$ cat config.mk
export PLATFORM = sky130hd
export DESIGN_NAME = url_path_component_splitter_top
export DESIGN_NICKNAME = d
export VERILOG_FILES = /design/src/rtl/usplit_pkg.sv /design/src/rtl/url_path_component_splitter_top.sv /design/src/rtl/usplit_front.sv /design/src/rtl/usplit_fifo.sv /design/src/rtl/usplit_back.sv
export SDC_FILE = /design/constraint.sdc
export NUM_CORES = 1
export LEC_CHECK = 0
export ABC_CLOCK_PERIOD_IN_PS = 9550
export BUFFER_PORTS_ARGS = -buffer_cell sky130_fd_sc_hd__buf_2
export CELL_PAD_IN_SITES_DETAIL_PLACEMENT = 0
export CELL_PAD_IN_SITES_GLOBAL_PLACEMENT = 1
export CORE_ASPECT_RATIO = 0.6
export CORE_MARGIN = 10
export CORE_UTILIZATION = 35
export CTS_CLUSTER_DIAMETER = 150
export DETAILED_ROUTE_END_ITERATION = 7
export PLACE_DENSITY = 0.64
export SLEW_MARGIN = 20
export SYNTH_ARGS = -nofsm -noshare
export SYNTH_HDL_FRONTEND = slang
export SYNTH_HIERARCHICAL = 1
export SYNTH_SLANG_ARGS = --single-unit
$ cat constraint.sdc
create_clock -name clk -period 9.55 [get_ports clk]
set_clock_uncertainty 0.2 [all_clocks]
set_input_delay 0.955 -clock clk [delete_from_list [all_inputs] [get_ports clk]]
set_output_delay 0.955 -clock clk [all_outputs]
set_load 0.005 [all_outputs]
$ cat src/rtl/usplit_pkg.sv
// ----------------------------------------------------------------------------
// usplit_pkg: shared types and constants of the URL path splitter
// Item classification record, queue sizing and the character codes used
// by the front end.
// ----------------------------------------------------------------------------
package usplit_pkg;

	// default bound on the kept path length
	localparam int DEF_MAX_LENGTH = 4096;

	// queue between front and back, power of two
	localparam int QDEPTH = 4;
	localparam int QPTR_W = $clog2(QDEPTH);
	localparam int QCNT_W = $clog2(QDEPTH + 1);

	// result field widths
	localparam int POS_W = 13;
	localparam int LEN_W = 14;
	localparam int OUT_W = 136;

	// character codes
	localparam logic [7:0] CH_QUERY = 8'h3F;	// '?'
	localparam logic [7:0] CH_HASH  = 8'h23;	// '#'
	localparam logic [7:0] CH_SLASH = 8'h2F;	// '/'
	localparam logic [7:0] CH_DOT   = 8'h2E;	// '.'

	// one classified item
	typedef struct packed {
		logic is_query;
		logic is_hash;
		logic is_slash;
		logic is_dot;
		logic last;
		logic empty;
	} entry_t;

endpackage

$ cat src/rtl/url_path_component_splitter_top.sv
// ----------------------------------------------------------------------------
// url_path_component_splitter_top: URL path part splitter
// Splits a byte stream path into file path, query, fragment, directory,
// basename and extension positions and lengths.
//
//   channel | dir | payload
//   s_*     | in  | tdata = path_byte, tlast = last_byte, tuser = empty_path
//   m_*     | out | tdata = one result per closed path
//
// One item is accepted per cycle while the queue has room; the scan state
// updates once per item, and that loop sets the rate. m_tvalid rises once
// the closing item has passed queue write, snapshot and output register.
// Reset clears queue, scan state and valid flags; no clearing pass.
// A stalled output holds the snapshot stage, then the back end, then the
// queue fills and s_tready drops.
// ----------------------------------------------------------------------------
module url_path_component_splitter_top #(
	parameter int MAX_LENGTH = usplit_pkg::DEF_MAX_LENGTH
) (
	input  logic                          clk,
	input  logic                          arst_n,
	input  logic                          s_tvalid,
	output logic                          s_tready,
	input  logic [7:0]                    s_tdata,	// path_byte[7:0]
	input  logic                          s_tlast,	// last_byte
	input  logic                          s_tuser,	// empty_path
	output logic                          m_tvalid,
	input  logic                          m_tready,
	// filepath_len[13:0], query_pos[26:14], query_len[40:27], ref_pos[53:41],
	// ref_len[67:54], directory_len[81:68], basename_pos[94:82],
	// basename_len[107:95], extension_pos[120:108], extension_len[134:121],
	// too_long[135]
	output logic [usplit_pkg::OUT_W-1:0]  m_tdata
);
	import usplit_pkg::*;

	logic   q_full;
	logic   q_push;
	logic   q_valid;
	logic   q_pop;
	entry_t push_entry;
	entry_t head_entry;

	usplit_front u_front (
		.s_tvalid (s_tvalid),
		.s_tready (s_tready),
		.s_tdata  (s_tdata),
		.s_tlast  (s_tlast),
		.s_tuser  (s_tuser),
		.q_full   (q_full),
		.q_push   (q_push),
		.q_entry  (push_entry)
	);

	usplit_fifo u_fifo (
		.clk        (clk),
		.arst_n     (arst_n),
		.push       (q_push),
		.push_entry (push_entry),
		.full       (q_full),
		.valid      (q_valid),
		.head       (head_entry),
		.pop        (q_pop)
	);

	usplit_back #(
		.MAX_LENGTH (MAX_LENGTH)
	) u_back (
		.clk      (clk),
		.arst_n   (arst_n),
		.q_valid  (q_valid),
		.q_entry  (head_entry),
		.q_pop    (q_pop),
		.m_tvalid (m_tvalid),
		.m_tready (m_tready),
		.m_tdata  (m_tdata)
	);

endmodule

$ cat src/rtl/usplit_front.sv
// ----------------------------------------------------------------------------
// usplit_front: input side of the URL path splitter
// Accepts path bytes and reduces each one to its class flags for the queue.
// ----------------------------------------------------------------------------
module usplit_front (
	input  logic                s_tvalid,
	output logic                s_tready,
	input  logic [7:0]          s_tdata,	// path_byte[7:0]
	input  logic                s_tlast,
	input  logic                s_tuser,	// empty_path
	input  logic                q_full,
	output logic                q_push,
	output usplit_pkg::entry_t  q_entry
);
	import usplit_pkg::*;

	// accept while the queue has room
	assign s_tready = !q_full;
	assign q_push   = s_tvalid && !q_full;

	// byte classification
	always_comb begin
		q_entry.is_query = (s_tdata == CH_QUERY);
		q_entry.is_hash  = (s_tdata == CH_HASH);
		q_entry.is_slash = (s_tdata == CH_SLASH);
		q_entry.is_dot   = (s_tdata == CH_DOT);
		q_entry.last     = s_tlast;
		q_entry.empty    = s_tuser;
	end

endmodule

$ cat src/rtl/usplit_fifo.sv
// ----------------------------------------------------------------------------
// usplit_fifo: short queue of classified items
// Decouples the front end from the back end so each can stall alone.
// ----------------------------------------------------------------------------
module usplit_fifo (
	input  logic                clk,
	input  logic                arst_n,
	input  logic                push,
	input  usplit_pkg::entry_t  push_entry,
	output logic                full,
	output logic                valid,
	output usplit_pkg::entry_t  head,
	input  logic                pop
);
	import usplit_pkg::*;

	entry_t              mem [QDEPTH];
	logic [QPTR_W-1:0]   wr_ptr_q;
	logic [QPTR_W-1:0]   rd_ptr_q;
	logic [QCNT_W-1:0]   count_q;
	logic                do_wr;
	logic                do_rd;

	assign full  = (count_q == QCNT_W'(QDEPTH));
	assign valid = (count_q != '0);
	assign head  = mem[rd_ptr_q];
	assign do_wr = push && !full;
	assign do_rd = pop && valid;

	// storage
	always_ff @(posedge clk) begin
		if (do_wr) begin
			mem[wr_ptr_q] <= push_entry;
		end
	end

	// pointers and fill level
	always_ff @(posedge clk or negedge arst_n) begin
		if (!arst_n) begin
			wr_ptr_q <= '0;
			rd_ptr_q <= '0;
			count_q  <= '0;
		end else begin
			if (do_wr) wr_ptr_q <= wr_ptr_q + 1'b1;
			if (do_rd) rd_ptr_q <= rd_ptr_q + 1'b1;
			if (do_wr && !do_rd) count_q <= count_q + 1'b1;
			else if (do_rd && !do_wr) count_q <= count_q - 1'b1;
		end
	end

	a_count_bound: assert property (@(posedge clk) disable iff (!arst_n)
		count_q <= QCNT_W'(QDEPTH))
		else $error("queue fill level beyond depth");

endmodule

$ cat src/rtl/usplit_back.sv
// ----------------------------------------------------------------------------
// usplit_back: scanning state and result stage of the URL path splitter
// Tracks delimiter positions per item, snapshots them when a path closes
// and works out the part positions and lengths into the output register.
// ----------------------------------------------------------------------------
module usplit_back #(
	parameter int MAX_LENGTH = usplit_pkg::DEF_MAX_LENGTH
) (
	input  logic                          clk,
	input  logic                          arst_n,
	input  logic                          q_valid,
	input  usplit_pkg::entry_t            q_entry,
	output logic                          q_pop,
	output logic                          m_tvalid,
	input  logic                          m_tready,
	output logic [usplit_pkg::OUT_W-1:0]  m_tdata
);
	import usplit_pkg::*;

	// position width holds MAX_LENGTH + 1; compute width covers field widths
	localparam int PW = $clog2(MAX_LENGTH + 2);
	localparam int XW = (PW + 1 > LEN_W) ? PW + 1 : LEN_W;

	typedef struct packed {
		logic [PW-1:0] cnt;
		logic [PW-1:0] qstart;
		logic          qfound;
		logic [PW-1:0] fstart;
		logic          ffound;
		logic [PW-1:0] slash_at;
		logic          sfound;
		logic [PW-1:0] dot_at;
		logic          dfound;
		logic          rdot0;	// last file path byte was a dot
		logic          rdot1;	// the one before it was a dot
		logic          ovf;
	} scan_t;

	scan_t    st_q;
	scan_t    st_d;
	scan_t    snap_s1;
	logic     snap_v_s1;
	logic     snap_ready;
	logic     take;
	logic     closing;
	logic     in_path;
	logic     out_v_q;
	logic [OUT_W-1:0] out_q;

	// ---- scan update
	assign closing = q_entry.last || q_entry.empty;
	assign q_pop   = q_valid && (!closing || snap_ready);
	assign in_path = !st_q.qfound && !st_q.ffound && !q_entry.is_query && !q_entry.is_hash;

	always_comb begin
		st_d = st_q;
		if (!q_entry.empty) begin
			if (st_q.cnt >= PW'(MAX_LENGTH)) begin
				st_d.ovf = 1'b1;
			end else begin
				if (in_path) begin
					if (q_entry.is_slash) begin
						st_d.slash_at = st_q.cnt;
						st_d.sfound   = 1'b1;
					end
					if (q_entry.is_dot) begin
						st_d.dot_at = st_q.cnt;
						st_d.dfound = 1'b1;
					end
					st_d.rdot1 = st_q.rdot0;
					st_d.rdot0 = q_entry.is_dot;
				end
				if (!st_q.ffound) begin
					if (!st_q.qfound && q_entry.is_query) begin
						st_d.qfound = 1'b1;
						st_d.qstart = st_q.cnt + 1'b1;
					end else if (q_entry.is_hash) begin
						st_d.ffound = 1'b1;
						st_d.fstart = st_q.cnt + 1'b1;
					end
				end
				st_d.cnt = st_q.cnt + 1'b1;
			end
		end
	end

	always_ff @(posedge clk or negedge arst_n) begin
		if (!arst_n) begin
			st_q <= '0;
		end else if (q_pop) begin
			st_q <= closing ? '0 : st_d;
		end
	end

	// ---- snapshot of a closed path
	assign take       = snap_v_s1 && (!out_v_q || m_tready);
	assign snap_ready = !snap_v_s1 || take;

	always_ff @(posedge clk or negedge arst_n) begin
		if (!arst_n) begin
			snap_v_s1 <= 1'b0;
		end else if (q_pop && closing) begin
			snap_v_s1 <= 1'b1;
		end else if (take) begin
			snap_v_s1 <= 1'b0;
		end
	end

	always_ff @(posedge clk) begin
		if (q_pop && closing) begin
			snap_s1 <= st_d;
		end
	end

	// ---- part positions and lengths
	logic [XW-1:0] n, qs, fs, sl, dt, e, fst, blen;
	logic [XW-1:0] fp_len, q_pos, q_len, r_pos, r_len, d_len, x_pos, x_len, b_len;
	logic          dir_whole;
	logic          has_ext;

	always_comb begin
		n  = XW'(snap_s1.cnt);
		qs = XW'(snap_s1.qstart);
		fs = XW'(snap_s1.fstart);
		sl = XW'(snap_s1.slash_at);
		dt = XW'(snap_s1.dot_at);

		// end of the file path
		if (snap_s1.qfound) e = qs - 1'b1;
		else if (snap_s1.ffound) e = fs - 1'b1;
		else e = n;

		q_pos = snap_s1.qfound ? qs : '0;
		if (!snap_s1.qfound) q_len = '1;
		else if (snap_s1.ffound) q_len = fs - 1'b1 - qs;
		else q_len = n - qs;

		r_pos = snap_s1.ffound ? fs : '0;
		r_len = snap_s1.ffound ? n - fs : '1;

		// trailing "/." or "/.." keeps the whole file path as directory
		dir_whole = snap_s1.sfound &&
			(((sl + XW'(2)) == e && snap_s1.rdot0) ||
			 ((sl + XW'(3)) == e && snap_s1.rdot0 && snap_s1.rdot1));

		if (!snap_s1.sfound) begin
			d_len = '1;
			fst   = '0;
		end else if (dir_whole) begin
			d_len = e;
			fst   = e;
		end else begin
			d_len = sl + 1'b1;
			fst   = sl + 1'b1;
		end

		blen    = e - fst;
		has_ext = !dir_whole && (e != fst) && snap_s1.dfound && (dt > fst) &&
			((dt + 1'b1) < e);
		b_len   = has_ext ? dt - fst : blen;
		x_pos   = has_ext ? dt + 1'b1 : '0;
		x_len   = has_ext ? e - dt - 1'b1 : '1;
		fp_len  = (e == '0) ? '1 : e;
	end

	// ---- output register
	always_ff @(posedge clk or negedge arst_n) begin
		if (!arst_n) begin
			out_v_q <= 1'b0;
		end else if (take) begin
			out_v_q <= 1'b1;
		end else if (m_tready) begin
			out_v_q <= 1'b0;
		end
	end

	always_ff @(posedge clk) begin
		if (take) begin
			out_q <= {snap_s1.ovf,
				x_len[LEN_W-1:0], x_pos[POS_W-1:0], b_len[POS_W-1:0],
				fst[POS_W-1:0], d_len[LEN_W-1:0], r_len[LEN_W-1:0],
				r_pos[POS_W-1:0], q_len[LEN_W-1:0], q_pos[POS_W-1:0],
				fp_len[LEN_W-1:0]};
		end
	end

	assign m_tvalid = out_v_q;
	assign m_tdata  = out_q;

	// ---- checks
	a_cnt_bound: assert property (@(posedge clk) disable iff (!arst_n)
		st_q.cnt <= PW'(MAX_LENGTH))
		else $error("byte count beyond bound");

	a_ovf_full: assert property (@(posedge clk) disable iff (!arst_n)
		st_q.ovf |-> st_q.cnt == PW'(MAX_LENGTH))
		else $error("overflow without full count");

	a_query_pos: assert property (@(posedge clk) disable iff (!arst_n)
		st_q.qfound |-> (st_q.qstart != '0) && (st_q.qstart <= st_q.cnt))
		else $error("query start out of range");

	a_frag_after_query: assert property (@(posedge clk) disable iff (!arst_n)
		(st_q.qfound && st_q.ffound) |-> st_q.fstart > st_q.qstart)
		else $error("fragment before query");

	a_no_drop: assert property (@(posedge clk) disable iff (!arst_n)
		(snap_v_s1 && !take) |=> snap_v_s1 && $stable(snap_s1))
		else $error("pending snapshot lost");

endmodule

==> flow_summary.toml <==
[final_layout]
drive_above_1_share_pct = 18.77
final_cell_count_no_fill = 2467
area_delta_synth_final_pct = 15.97
final_cell_mix = "edfxtp_1, nand2_1, buf_2, inv_1, nor2_1"
final_common_cell = "edfxtp_1"
nets = 1904
fillers = 4718
diodes = 0

[floorplanning]
die_h_um = 193.7
die_area_sq_mm = 0.05997
start_util_pct = 35.51
rows = 63
pin_count = 152
die_w_um = 309.5
core_area_sq_mm = 0.04958

[clocking]
clkTransAtPathRegs_ps = 70
cts_buffers = 34
holdBufCountCts = 0
clk_path_buf_depth = 3
clock_latency_ps = 540
cts_root_buf = "clkbuf_16"
cts_sinks = 313
cts_max_level = 2
cts_tree = "done"

[place]
dp_hpwl_um = 42510
portBuffers = 151
place.gp.congestion = 0.9526
dp.cells = 2400
pre_cts_ws_ps = 614.1

[sta]
slew_headroom_pct = 34.82
whs_ps = 59.55
layout_min_cycle_time_ps = 9056
setup_viol = 0
finalHoldViolCount = 0
maxSlewViolCount = 0
min_period_over_period_pct = 94.83
fmax_mhz = 110.4
finalWorstSetupSlack_ps = 493.6
setup_tns_ps = 0
worst_slew_pin_slew_ps = 977.6

[setup_path]
crit_buf_inv = 3
cp_max_fo = 10
path_delay_family = "simple AND/OR/NAND/NOR gates"
crit_type = "register to register"
crit_path_start_kind = "register"
cp_slowest_stage_delay_ps = 580
cp.required_ps = 9630
end_kind = "register"
slowest_stage = "or4_4"
cp_data_arrival_time_ps = 9140

[synth]
syn_nets = 1736
syn_inst = 1625
yosysSeqAreaShare_pct = 51.08
ys.flop_type = "edfxtp_1"
synthArstFlopShare_pct = 25.88
synth.distinct_cells = 95
synth_area_sq_mm = 0.01761
synth-seq-cells = 313
yosys_warnings = 6
avgSynthCellArea_sq_um = 10.83
synth_edf_count = 232

[global_route]
grt_max_degree = 74
grt_overflow = 0
grt_pass1_vias = 12680
antenna_found_initial = 0
grt_first_pass_wirelength_um = 83290
track_usage_pct = 18.10

[routing]
vias_per_cell = 5.257
wl_per_cell_um = 22.32
drt_iter0_drc = 1164
dr.pass1.iters = 5
ant_nets = 0
vias = 12970
wl_um = 55070
drt_drc_violations_left = 0

[run_status]
status = "complete, no violations"

[hold_path]
hold_path_class = "input port to asynchronous set/reset pin"

[run]
drv_cap = 0
## cell type report
class | instances | area [sq um] | share of cell area (%)
Clock buffer | 42 | 902.1 | 4.418
Clock inverter | 18 | 217.7 | 1.066
Inverter | 131 | 491.7 | 2.408
Multi-Input combinational cell | 1105 | 7812 | 38.26
Sequential cell | 313 | 8994 | 44.05
Tap cell | 650 | 813.3 | 3.983
Timing Repair Buffer | 208 | 1186 | 5.810
## sequential cells by signal (all words and copies together) (netlist names)
signal,flops
u_back/m_tvalid,1
u_back/sl,13
u_back/snap_v_s1,1
u_back/m_tdata,136
u_fifo/mem,24
u_back/st_q,72
u_back/qs,13
u_back/snap_s1,7
u_back/fs,13
u_fifo/rd_ptr_q,2
u_back/n,13
u_fifo/count_q,3
u_fifo/wr_ptr_q,2
u_back/dt,13
## stage by stage
step                area [sq um]  utilization [%]
detailed placement         19240            38.80
floorplan                  17610                -
global placement           19240            38.80
global route               20420            41.18
finish                     20420            41.18
CTS                        20360            41.06
## logic make-up (layout without fill, tap and decap cells)
logic type	count (synthesis)	after routing	synth area share (%)
flops	313	313	51.08
simple gates	514	514	14.60
buf+inv	207	399	4.662
compound gates	334	334	13.06
mux	54	54	3.745
fa+ha+maj	97	97	7.107
xor+xnor	106	106	5.742
## cells in the mapped netlist (17+ instances only)
cell / instances / area share [%]
inv_1: 126 / 2.7
nand4_1: 17 / 0.60
o21ai_0: 109 / 3.1
xor2_1: 21 / 1.0
nand2b_1: 18 / 0.64
and3_1: 18 / 0.64
xnor2_1: 79 / 3.9
clkbuf_1: 50 / 1.1
a21oi_1: 46 / 1.3
nor2b_1: 18 / 0.64
dfrtp_1: 81 / 12
edfxtp_1: 232 / 40
and2_1: 23 / 0.82
nand3_1: 39 / 1.1
ha_1: 92 / 6.5
mux2i_1: 18 / 1.0
nor3_1: 22 / 0.63
nor2_1: 118 / 2.5
a22o_1: 61 / 3.0
nand2_1: 167 / 3.6
mux2_2: 28 / 1.8
## routing by layer
layer | GRT usage [%] | vias up | wire length [um]
met5 | 0 | - | 0
met4 | 2.649 | 0 | 574
met3 | 5.889 | 43 | 4961
met2 | 22.47 | 413 | 20160
met1 | 29.42 | 6320 | 29380
li1 | - | 6192 | -
## worst reg2reg max path, delay by kind of cell (launching register included)
kind            cells  cell delay (ps)
compound gates     13             2920
simple gates       16             3450
buf+inv             3              440
mux                 1              220
flops               1              560
xor+xnor            1               80
fa+ha+maj           3              910
## repair_timing
action / 4_1_cts / 5_1_grt
resized for setup: 0 / 3
setup buffers: 0 / 7
endpoints found under the setup margin: 0 / 3
## final timing paths
path	start	endpoint	slack, ps	cells past startpoint
max	u_back/qs[9]	u_back/m_tdata[107]	490	37
min in group clk	u_back/snap_s1[0]	u_back/m_tdata[135]	240	0
max reg2reg	u_back/qs[9]	u_back/m_tdata[107]	490	37
min	arst_n	u_fifo/count_q[1]	60	1
min reg2reg	u_back/snap_s1[0]	u_back/m_tdata[135]	240	0
max in group asynchronous	arst_n	u_back/st_q[25]	7920	2
Power is not shown: default switching activity piles up to over one toggle a cycle in this logic, so the estimate is an artifact.
